**config.mk**
```make
export PLATFORM = sky130hd
export DESIGN_NAME = stun_binding_response_parser_unit
export DESIGN_NICKNAME = d
export VERILOG_FILES = /design/src/hdl/stunp_pkg.sv /design/src/hdl/stun_binding_response_parser_unit.sv /design/src/hdl/stunp_in_reg.sv /design/src/hdl/stunp_parser.sv /design/src/hdl/stunp_out_reg.sv
export SDC_FILE = /design/constraint.sdc
export NUM_CORES = 2
export LEC_CHECK = 0
export BUFFER_PORTS_ARGS = -buffer_cell sky130_fd_sc_hd__buf_2
export CAP_MARGIN = 40
export CORE_ASPECT_RATIO = 0.7
export CORE_MARGIN = 8
export CORE_UTILIZATION = 55
export DETAILED_ROUTE_END_ITERATION = 8
export HOLD_SLACK_MARGIN = 0.02
export PLACE_DENSITY = 0.73
export SLEW_MARGIN = 10
export SYNTH_ARGS = -nofsm -noshare
export SYNTH_HDL_FRONTEND = slang
export SYNTH_HIERARCHICAL = 1
export SYNTH_SLANG_ARGS = --single-unit
export TNS_END_PERCENT = 1
```
**constraint.sdc**
```tcl
create_clock -name clk_i -period 11.8 [get_ports clk_i]
set_input_delay 0.59 -clock clk_i [delete_from_list [all_inputs] [get_ports clk_i]]
set_output_delay 0.59 -clock clk_i [all_outputs]
set_load 0.02 [all_outputs]
```
**src/hdl/stunp_pkg.sv**
```systemverilog
// ----------------------------------------------------------------------------
// stunp_pkg
// Shared constants and types for the STUN binding response parser.
// ----------------------------------------------------------------------------
package stunp_pkg;

  localparam logic [31:0] COOKIE          = 32'h2112A442;
  localparam logic [15:0] TYPE_RESPONSE   = 16'h0101;
  localparam logic [15:0] ATTR_MAPPED     = 16'h0001;
  localparam logic [15:0] ATTR_XOR_MAPPED = 16'h0020;
  localparam logic [7:0]  FAM_V4          = 8'h01;
  localparam logic [7:0]  FAM_V6          = 8'h02;
  localparam int unsigned HDR_LEN         = 20;
  localparam logic [16:0] POS_MAX         = '1;

  localparam logic [2:0] ST_OK        = 3'd0;
  localparam logic [2:0] ST_SHORT     = 3'd1;
  localparam logic [2:0] ST_BAD_TYPE  = 3'd2;
  localparam logic [2:0] ST_BAD_COOK  = 3'd3;
  localparam logic [2:0] ST_BAD_TRANS = 3'd4;
  localparam logic [2:0] ST_NO_ADDR   = 3'd5;

  typedef struct packed {
    logic       valid;
    logic [7:0] data;
    logic       last;
  } item_t;

  typedef struct packed {
    logic [2:0]  status;
    logic        family;
    logic [15:0] port;
    logic [63:0] addr_high;
    logic [63:0] addr_low;
  } result_t;

endpackage

```
**src/hdl/stun_binding_response_parser_unit.sv**
```systemverilog
// path: an accepted byte is held in the input register and parsed from there; for a
// last byte the parser loads the result item into the result register
// throughput: one byte per cycle; a last byte waits in the input register only
// while the previous result item is still stalled at the output
// reset: rst_ni clears the parser state, the valid flags and the transaction ID register to zero
// ----------------------------------------------------------------------------
// stun_binding_response_parser_unit
// STUN binding response parser: header check, attribute walk, mapped address.
// ----------------------------------------------------------------------------
module stun_binding_response_parser_unit (
  input  logic        clk_i,
  input  logic        rst_ni,
  input  logic        cfg_we_i,
  input  logic [31:0] cfg_wdata_i,
  input  logic        in_valid_i,
  output logic        in_stall_o,
  input  logic [7:0]  data_byte_i,
  input  logic        last_byte_i,
  output logic        out_valid_o,
  input  logic        out_stall_i,
  output logic [2:0]  status_o,
  output logic        addr_family_o,
  output logic [15:0] mapped_port_o,
  output logic [63:0] addr_high_o,
  output logic [63:0] addr_low_o
);
  import stunp_pkg::*;

  item_t   item;
  logic    out_blocked;
  logic    res_load;
  result_t res_d;
  result_t res_q;

  stunp_in_reg u_in_reg (
    .clk_i        (clk_i),
    .rst_ni       (rst_ni),
    .in_valid_i   (in_valid_i),
    .in_stall_o   (in_stall_o),
    .data_byte_i  (data_byte_i),
    .last_byte_i  (last_byte_i),
    .out_blocked_i(out_blocked),
    .item_o       (item)
  );

  stunp_parser u_parser (
    .clk_i      (clk_i),
    .rst_ni     (rst_ni),
    .cfg_we_i   (cfg_we_i),
    .cfg_wdata_i(cfg_wdata_i),
    .item_i     (item),
    .res_load_o (res_load),
    .res_o      (res_d)
  );

  stunp_out_reg u_out_reg (
    .clk_i        (clk_i),
    .rst_ni       (rst_ni),
    .res_load_i   (res_load),
    .res_i        (res_d),
    .out_blocked_o(out_blocked),
    .out_valid_o  (out_valid_o),
    .out_stall_i  (out_stall_i),
    .res_o        (res_q)
  );

  assign status_o      = res_q.status;
  assign addr_family_o = res_q.family;
  assign mapped_port_o = res_q.port;
  assign addr_high_o   = res_q.addr_high;
  assign addr_low_o    = res_q.addr_low;

  a_fail_zero: assert property (@(posedge clk_i) disable iff (!rst_ni)
    out_valid_o && status_o != ST_OK |-> !addr_family_o && mapped_port_o == '0
      && addr_high_o == '0 && addr_low_o == '0)
    else $error("failed result carries address data");

  a_v4_narrow: assert property (@(posedge clk_i) disable iff (!rst_ni)
    out_valid_o && status_o == ST_OK && !addr_family_o |->
      addr_high_o == '0 && addr_low_o[63:32] == '0)
    else $error("ipv4 result wider than 32 bits");

  a_status_range: assert property (@(posedge clk_i) disable iff (!rst_ni)
    out_valid_o |-> status_o <= ST_NO_ADDR)
    else $error("status code out of range");

  a_no_overwrite: assert property (@(posedge clk_i) disable iff (!rst_ni)
    out_valid_o && out_stall_i |-> !res_load)
    else $error("result register overwritten while stalled");

endmodule

```
**src/hdl/stunp_in_reg.sv**
```systemverilog
// ----------------------------------------------------------------------------
// stunp_in_reg
// Input register; holds a last item while the result register is stalled.
// ----------------------------------------------------------------------------
module stunp_in_reg (
  input  logic            clk_i,
  input  logic            rst_ni,
  input  logic            in_valid_i,
  output logic            in_stall_o,
  input  logic [7:0]      data_byte_i,
  input  logic            last_byte_i,
  input  logic            out_blocked_i,
  output stunp_pkg::item_t item_o
);
  import stunp_pkg::*;

  logic       valid_q, valid_d;
  logic [7:0] data_q;
  logic       last_q;
  logic       hold;
  logic       accept;

  assign hold       = valid_q && last_q && out_blocked_i;
  assign in_stall_o = hold;
  assign accept     = in_valid_i && !hold;

  always_comb begin
    valid_d = valid_q;
    if (accept) begin
      valid_d = 1'b1;
    end else if (!hold) begin
      valid_d = 1'b0;
    end
  end

  always_ff @(posedge clk_i or negedge rst_ni) begin
    if (!rst_ni) begin
      valid_q <= 1'b0;
    end else begin
      valid_q <= valid_d;
    end
  end

  always_ff @(posedge clk_i) begin
    if (accept) begin
      data_q <= data_byte_i;
      last_q <= last_byte_i;
    end
  end

  assign item_o.valid = valid_q && !hold;
  assign item_o.data  = data_q;
  assign item_o.last  = last_q;

endmodule

```
**src/hdl/stunp_parser.sv**
```systemverilog
// ----------------------------------------------------------------------------
// stunp_parser
// Per-byte header check, attribute walk and address capture.
// ----------------------------------------------------------------------------
module stunp_parser (
  input  logic              clk_i,
  input  logic              rst_ni,
  input  logic              cfg_we_i,
  input  logic [31:0]       cfg_wdata_i,
  input  stunp_pkg::item_t  item_i,
  output logic              res_load_o,
  output stunp_pkg::result_t res_o
);
  import stunp_pkg::*;

  logic [31:0] tid_cfg_q;
  logic [16:0] pos_q, pos_d;
  logic [15:0] msg_len_q, msg_len_d;
  logic [2:0]  hdr_err_q, hdr_err_d;
  logic [31:0] tid_first_q, tid_first_d;
  logic [63:0] tid_rest_q, tid_rest_d;
  logic [15:0] attr_type_q, attr_type_d;
  logic [15:0] attr_len_q, attr_len_d;
  logic [15:0] attr_cnt_q, attr_cnt_d;
  logic [7:0]  fam_q, fam_d;
  logic [15:0] port_q, port_d;
  logic [63:0] addr_lo_q, addr_lo_d;
  logic [63:0] addr_hi_q, addr_hi_d;
  logic        found_q, found_d;
  logic        stopped_q, stopped_d;
  result_t     res_d;
  logic        res_load_d;

  always_comb begin
    logic [7:0]  b;
    logic [17:0] p18;
    logic [17:0] p_inc;
    logic [17:0] msg_end;
    logic [17:0] c_next;
    logic [17:0] pad;
    logic [15:0] v;
    logic [15:0] new_len;
    logic [2:0]  err;
    logic        relevant;
    logic        done;
    logic [2:0]  st;

    pos_d       = pos_q;
    msg_len_d   = msg_len_q;
    hdr_err_d   = hdr_err_q;
    tid_first_d = tid_first_q;
    tid_rest_d  = tid_rest_q;
    attr_type_d = attr_type_q;
    attr_len_d  = attr_len_q;
    attr_cnt_d  = attr_cnt_q;
    fam_d       = fam_q;
    port_d      = port_q;
    addr_lo_d   = addr_lo_q;
    addr_hi_d   = addr_hi_q;
    found_d     = found_q;
    stopped_d   = stopped_q;
    res_d       = '0;
    res_load_d  = 1'b0;

    b        = item_i.data;
    p18      = {1'b0, pos_q};
    p_inc    = p18 + 18'd1;
    msg_end  = 18'(HDR_LEN) + {2'b00, msg_len_q};
    c_next   = {2'b00, attr_cnt_q} + 18'd1;
    pad      = '0;
    v        = attr_cnt_q - 16'd4;
    new_len  = {attr_len_q[15:8], b};
    err      = ST_OK;
    relevant = 1'b0;
    done     = 1'b0;
    st       = ST_OK;

    if (item_i.valid) begin
      if (p18 < 18'(HDR_LEN)) begin
        // header bytes
        if (pos_q[4:0] <= 5'd1) begin
          if (b != (pos_q[0] ? TYPE_RESPONSE[7:0] : TYPE_RESPONSE[15:8])) begin
            err = ST_BAD_TYPE;
          end
        end else if (pos_q[4:0] == 5'd2) begin
          msg_len_d = {b, 8'h00};
        end else if (pos_q[4:0] == 5'd3) begin
          msg_len_d = {msg_len_q[15:8], b};
        end else if (pos_q[4:0] <= 5'd7) begin
          if (b != 8'(COOKIE >> {~pos_q[1:0], 3'b000})) begin
            err = ST_BAD_COOK;
          end
        end else if (pos_q[4:0] <= 5'd11) begin
          if (b != 8'(tid_cfg_q >> {~pos_q[1:0], 3'b000})) begin
            err = ST_BAD_TRANS;
          end
          tid_first_d = {tid_first_q[23:0], b};
        end else begin
          tid_rest_d = {tid_rest_q[55:0], b};
        end
        if (hdr_err_q == ST_OK && err != ST_OK) begin
          hdr_err_d = err;
        end
      end else if (p18 < msg_end && !stopped_q && !found_q) begin
        // attribute walk
        if (attr_cnt_q == 16'd0) begin
          if (p18 + 18'd4 > msg_end) begin
            stopped_d = 1'b1;
            done      = 1'b1;
          end else begin
            attr_type_d = {b, 8'h00};
            fam_d       = '0;
            port_d      = '0;
            addr_lo_d   = '0;
            addr_hi_d   = '0;
          end
        end else if (attr_cnt_q == 16'd1) begin
          attr_type_d = {attr_type_q[15:8], b};
        end else if (attr_cnt_q == 16'd2) begin
          attr_len_d = {b, 8'h00};
        end else if (attr_cnt_q == 16'd3) begin
          attr_len_d = new_len;
          if (p_inc + {2'b00, new_len} > msg_end) begin
            stopped_d = 1'b1;
            done      = 1'b1;
          end
        end else begin
          relevant = (attr_type_q == ATTR_XOR_MAPPED || attr_type_q == ATTR_MAPPED)
                     && attr_len_q >= 16'd8;
          if (relevant) begin
            if (v == 16'd1) begin
              fam_d = b;
            end else if (v == 16'd2 || v == 16'd3) begin
              port_d = {port_q[7:0], b};
            end else if (v >= 16'd4 && v <= 16'd19) begin
              {addr_hi_d, addr_lo_d} = {addr_hi_q[55:0], addr_lo_q, b};
            end
            if ((v == 16'd7 && fam_q == FAM_V4) ||
                (v == 16'd19 && fam_q == FAM_V6 && attr_len_q >= 16'd20)) begin
              if (attr_type_q == ATTR_XOR_MAPPED) begin
                port_d = port_d ^ COOKIE[31:16];
                if (fam_q == FAM_V4) begin
                  addr_lo_d = addr_lo_d ^ {32'h0, COOKIE};
                end else begin
                  addr_hi_d = addr_hi_d ^ {COOKIE, tid_first_q};
                  addr_lo_d = addr_lo_d ^ tid_rest_q;
                end
              end
              found_d = 1'b1;
              done    = 1'b1;
            end
          end
        end
        if (!done) begin
          pad = ({2'b00, attr_len_d} + 18'd3) & ~18'd3;
          if (c_next >= 18'd4 && c_next >= 18'd4 + pad) begin
            attr_cnt_d = '0;
          end else begin
            attr_cnt_d = c_next[15:0];
          end
        end
      end

      if (pos_q != POS_MAX) begin
        pos_d = p_inc[16:0];
      end

      if (item_i.last) begin
        msg_end = 18'(HDR_LEN) + {2'b00, msg_len_d};
        if (p_inc < 18'(HDR_LEN)) begin
          st = ST_SHORT;
        end else if (hdr_err_d != ST_OK) begin
          st = hdr_err_d;
        end else if (found_d) begin
          st = ST_OK;
        end else if (!stopped_d && p_inc < msg_end) begin
          st = ST_SHORT;
        end else begin
          st = ST_NO_ADDR;
        end
        res_load_d   = 1'b1;
        res_d.status = st;
        if (st == ST_OK) begin
          res_d.family    = (fam_d == FAM_V6);
          res_d.port      = port_d;
          res_d.addr_high = addr_hi_d;
          res_d.addr_low  = addr_lo_d;
        end
        pos_d       = '0;
        msg_len_d   = '0;
        hdr_err_d   = ST_OK;
        tid_first_d = '0;
        tid_rest_d  = '0;
        attr_type_d = '0;
        attr_len_d  = '0;
        attr_cnt_d  = '0;
        fam_d       = '0;
        port_d      = '0;
        addr_lo_d   = '0;
        addr_hi_d   = '0;
        found_d     = 1'b0;
        stopped_d   = 1'b0;
      end
    end
  end

  always_ff @(posedge clk_i or negedge rst_ni) begin
    if (!rst_ni) begin
      tid_cfg_q   <= '0;
      pos_q       <= '0;
      msg_len_q   <= '0;
      hdr_err_q   <= ST_OK;
      tid_first_q <= '0;
      tid_rest_q  <= '0;
      attr_type_q <= '0;
      attr_len_q  <= '0;
      attr_cnt_q  <= '0;
      fam_q       <= '0;
      port_q      <= '0;
      addr_lo_q   <= '0;
      addr_hi_q   <= '0;
      found_q     <= 1'b0;
      stopped_q   <= 1'b0;
    end else begin
      if (cfg_we_i) begin
        tid_cfg_q <= cfg_wdata_i;
      end
      pos_q       <= pos_d;
      msg_len_q   <= msg_len_d;
      hdr_err_q   <= hdr_err_d;
      tid_first_q <= tid_first_d;
      tid_rest_q  <= tid_rest_d;
      attr_type_q <= attr_type_d;
      attr_len_q  <= attr_len_d;
      attr_cnt_q  <= attr_cnt_d;
      fam_q       <= fam_d;
      port_q      <= port_d;
      addr_lo_q   <= addr_lo_d;
      addr_hi_q   <= addr_hi_d;
      found_q     <= found_d;
      stopped_q   <= stopped_d;
    end
  end

  assign res_load_o = res_load_d;
  assign res_o      = res_d;

  a_packet_restart: assert property (@(posedge clk_i) disable iff (!rst_ni)
    item_i.valid && item_i.last |=> pos_q == '0 && !found_q && !stopped_q)
    else $error("parser state not cleared after last item");

  a_found_xor_stopped: assert property (@(posedge clk_i) disable iff (!rst_ni)
    !(found_q && stopped_q))
    else $error("address found and walk stopped together");

endmodule

```
**src/hdl/stunp_out_reg.sv**
```systemverilog
// ----------------------------------------------------------------------------
// stunp_out_reg
// Result register with valid/stall handshake toward the consumer.
// ----------------------------------------------------------------------------
module stunp_out_reg (
  input  logic               clk_i,
  input  logic               rst_ni,
  input  logic               res_load_i,
  input  stunp_pkg::result_t res_i,
  output logic               out_blocked_o,
  output logic               out_valid_o,
  input  logic               out_stall_i,
  output stunp_pkg::result_t res_o
);
  import stunp_pkg::*;

  logic    valid_q, valid_d;
  result_t res_q;

  always_comb begin
    valid_d = valid_q;
    if (res_load_i) begin
      valid_d = 1'b1;
    end else if (!out_stall_i) begin
      valid_d = 1'b0;
    end
  end

  always_ff @(posedge clk_i or negedge rst_ni) begin
    if (!rst_ni) begin
      valid_q <= 1'b0;
    end else begin
      valid_q <= valid_d;
    end
  end

  always_ff @(posedge clk_i) begin
    if (res_load_i) begin
      res_q <= res_i;
    end
  end

  assign out_blocked_o = valid_q && out_stall_i;
  assign out_valid_o   = valid_q;
  assign res_o         = res_q;

endmodule
```
==> results.py <==
metrics = {
    "critical_path": {
        "rr_startpoint": "u_parser/pos_q[0]",
        "critPathCapture": "u_parser/attr_cnt_q[13]",
        "slowest_delay_ps": 850,
        "r2r_setup_slack_ps": 4920,
        "r2r_cells": 24,
        "cp-end-kind": "register",
        "cp-start-kind": "register",
        "cp_top_family": "compound AO/OA/AOI/OAI gates",
        "crit_path_start": "u_parser/pos_q[0]",
        "cp_slowest_cell": "dfrtp_1",
        "path_cells": "nand2_1 > or4_1 > xnor2_1 > ha_1 > o21ai_0 > a211oi_1 > nor2_1 > and2_1 > o21ai_0 > a21o_1 > a21o_1 > a21oi_1 > xnor2_1 > ha_1 > a21o_1 > a21oi_1 > o221ai_1 > a211oi_1 > o32ai_1 > o31ai_1 > a21oi_1 > a21oi_1 > buf_4 > mux2_2",
        "timing.rr.end": "u_parser/attr_cnt_q[13]",
        "worst_ep_required_time_ps": 12280,
        "path_class": "reg -> reg",
        "arrival_ps": 7360,
        "crit_path_frequent_cell": "a21oi_1",
        "worstSetupPathDepth": 24,
        "cp_max_fo": 17,
        "path_buf_inv": 1,
    },
    "floorplan": {
        "ioPinCount": 196,
        "die_area_mm2": 0.0626,
        "die_y_um": 212,
        "fp-row-count": 71,
        "dieWidth_um": 296,
        "initial_core_util": 0.558,
        "core_area_mm2": 0.0539,
    },
    "timing": {
        "max_freq_mhz": 145,
        "rsz0062_at_grt": "false",
        "slew_headroom": 0.366,
        "hold_viol": 0,
        "min_period_ps": 6880,
        "fin_crit_sh": 0.583,
        "drv_slew": 0,
        "worst_clock_skew_ps": 19.3,
        "setup_ws_ps": 4920,
        "finalSetupTns_ps": 0,
        "finalSetupViolations": 0,
        "tightestPinTransition_ps": 942,
    },
    "global_routing": {
        "grt_pass1_vias": 23572,
        "antenna_found_initial": 0,
        "grt_util_met1": 0.448,
        "grt_max_degree": 185,
        "grt_pass1_wl_um": 143000,
        "grt_util_met3": 0.0554,
        "busiest_layer": "met1",
        "grt_remaining_overflow": 0,
        "gr-usage-met2": 0.408,
        "globalRouteTotalUtil": 0.286,
    },
    "synth": {
        "synthArstFlopShare": 0.701,
        "syn_inst": 2938,
        "synthFlopType": "dfrtp_1",
        "syn_area_mm2": 0.0301,
        "synth-seq-cells": 525,
        "seq_area_frac_synth": 0.463,
        "syn_nets": 3101,
        "ys_warn_count": 6,
        "synth_edf_count": 157,
        "synth_cell_types": 87,
        "synth.avg_cell_area_um2": 10.2,
    },
    "clocking": {
        "h-tree-depth": 2,
        "cts.sinks": 525,
        "clockRootBuffer": "clkbuf_16",
        "postCtsSetupBuffers": 0,
        "cts_tree": "done",
        "cts-resized-gates": 0,
        "cts_hold_buf": 0,
        "numCtsBuffers": 52,
        "clk_pin_slew_ps": 60,
        "clk_latency_ps": 610,
        "clk_path_buf_depth": 3,
    },
    "routing": {
        "drtPass1Iterations": 6,
        "via_per_inst": 6.61,
        "drtIter0Drc": 3154,
        "postRouteAntennaNets": 0,
        "num_vias": 24968,
        "wirelength_um": 92100,
        "avgRoutedWirePerCell_um": 24.4,
        "drc": 0,
    },
    "status": {
        "status": "finished clean",
    },
    "finish": {
        "area_growth_pct": 11.0,
        "num_antenna_cells": 0,
        "seq_area_mm2": 0.0139,
        "nets": 3165,
        "mostFrequentLayoutCell": "dfrtp_1",
        "fillers": 4331,
        "multi_input_area_mm2": 0.0150,
        "layout.cells.most_common_list": "dfrtp_1, nand2_1, nor2_1",
        "drive_gt1_frac": 0.140,
        "final_util": 0.619,
    },
    "placement": {
        "dp_slack_ps": 5080,
        "gp_congestion": 0.958,
        "dp_hpwl_um": 62700,
        "portBuffers": 195,
    },
    "power_and_ir_drop": {
        "ir_drop_mv": 0.110,
        "leakage_nw": 13.5,
        "power.density_mw_per_mm2": 138,
    },
    "hold_path": {
        "hold_path_class": "in -> async",
    },
    "run": {
        "drv_cap": 0,
    },
}
-- sequential cells by signal, indices dropped and copies added, names as in the netlist, 3 cells and up --
register              count
u_out_reg/res_o         148
u_parser/addr_hi_q       64
u_parser/addr_lo_q       64
u_parser/tid_rest_q      64
u_parser/tid_cfg_q       32
u_parser/tid_first_q     32
u_parser/pos_q           17
u_parser/attr_cnt_q      16
u_parser/attr_len_q      16
u_parser/attr_type_q     16
u_parser/msg_len_q       16
u_parser/port_q          16
u_in_reg/data_q           8
u_parser/fam_q            8
u_parser/hdr_err_q        3
-- per-layer routing --
| layer | part of all wire | up-vias | wire (um) |
|---|---|---|---|
| li1 | - | 11132 | - |
| met1 | 0.46 | 12445 | 42200 |
| met2 | 0.42 | 1262 | 39100 |
| met3 | 0.097 | 129 | 8980 |
| met4 | 0.020 | 0 | 1800 |
| met5 | 0 | - | 0 |
-- synthesized netlist by cell type, drive strengths merged (5+ instances only) --
library cell,n,area share
o221ai,11,0.0032
xor2,143,0.042
nand3,76,0.013
and2,22,0.0046
o2bb2ai,116,0.034
or2,6,0.0012
nor2b,15,0.0031
a22oi,102,0.026
edfxtp,157,0.16
nand4,37,0.0077
nor3,39,0.0067
a31o,10,0.0029
nand2b,5,0.0010
nor4,37,0.0084
mux4,8,0.0060
a22o,151,0.044
a21oi,116,0.020
nand3b,5,0.0012
buf,52,0.0080
a211oi,11,0.0029
ha,116,0.048
o31ai,6,0.0015
a32oi,91,0.026
or4,8,0.0024
mux2,40,0.015
clkbuf,191,0.024
or3,11,0.0023
and4,6,0.0017
nand2,324,0.040
and3,29,0.0060
dfrtp,368,0.31
inv,53,0.0066
mux2i,129,0.043
nor2,201,0.025
a31oi,9,0.0019
a21o,31,0.0077
xnor2,54,0.016
o21ai,84,0.014
a41oi,7,0.0020
-- where the power goes --
| part | total (W) | switching [W] | internal (W) | leakage (nW) |
|---|---|---|---|---|
| clock network | 0.00168 | 0.000733 | 0.000946 | 0.847 |
| registers | 0.00205 | 0.000104 | 0.00195 | 6.66 |
| logic | 0.000866 | 0.000581 | 0.000285 | 5.98 |
-- logic make-up (layout without fill, tap and decap cells) --
logic type                 Yosys count  in the layout  share of synthesized area
and+or+nand+nor                    832            832                      0.128
buffers and inverters              297            405                     0.0386
DFF                                525            525                      0.463
adders and majority gates          118            118                     0.0492
muxes                              177            177                     0.0639
xor gates and xnor gates           197            197                     0.0576
AOI/OAI and AO/OA                  792            792                      0.200
-- layout make-up --
cell class / instances / share of cell area
multi-input cells: 2116 / 0.451
repair buffers: 253 / 0.0471
clock buffers: 72 / 0.0443
inverters: 54 / 0.00630
well taps: 730 / 0.0274
clock inverters: 26 / 0.00723
flip-flops and latches: 525 / 0.417
-- worst min-delay path by stage --
stage	startpoint	end	slack, ps	cells past startpoint
2_1_floorplan	rst_ni	u_in_reg/valid_q	290	0
3_3_place_gp	u_parser/addr_hi_q[56]	u_parser/addr_hi_q[56]	450	2
3_5_place_dp	u_parser/addr_hi_q[56]	u_parser/addr_hi_q[56]	460	2
4_1_cts	rst_ni	u_parser/tid_cfg_q[17]	40	1
5_1_grt	rst_ni	u_parser/tid_cfg_q[17]	80	1
6_report	rst_ni	u_parser/tid_cfg_q[17]	30	1
-- per-stage QoR --
stage | total power, W | hold WS [ps] | area [um^2] | cells
detailed placement | 0.00292 | 457 | 31600 | 3677
global route | 0.00477 | 80.9 | 33400 | 3776
CTS | 0.00459 | 37.2 | 33400 | 3775
finish | 0.00460 | 33.3 | 33400 | 3776
global placement | 0.00289 | 450 | 31400 | 3662
floorplan | 0.00261 | 294 | 30100 | 2938
Power figures use the tool's default switching activity.
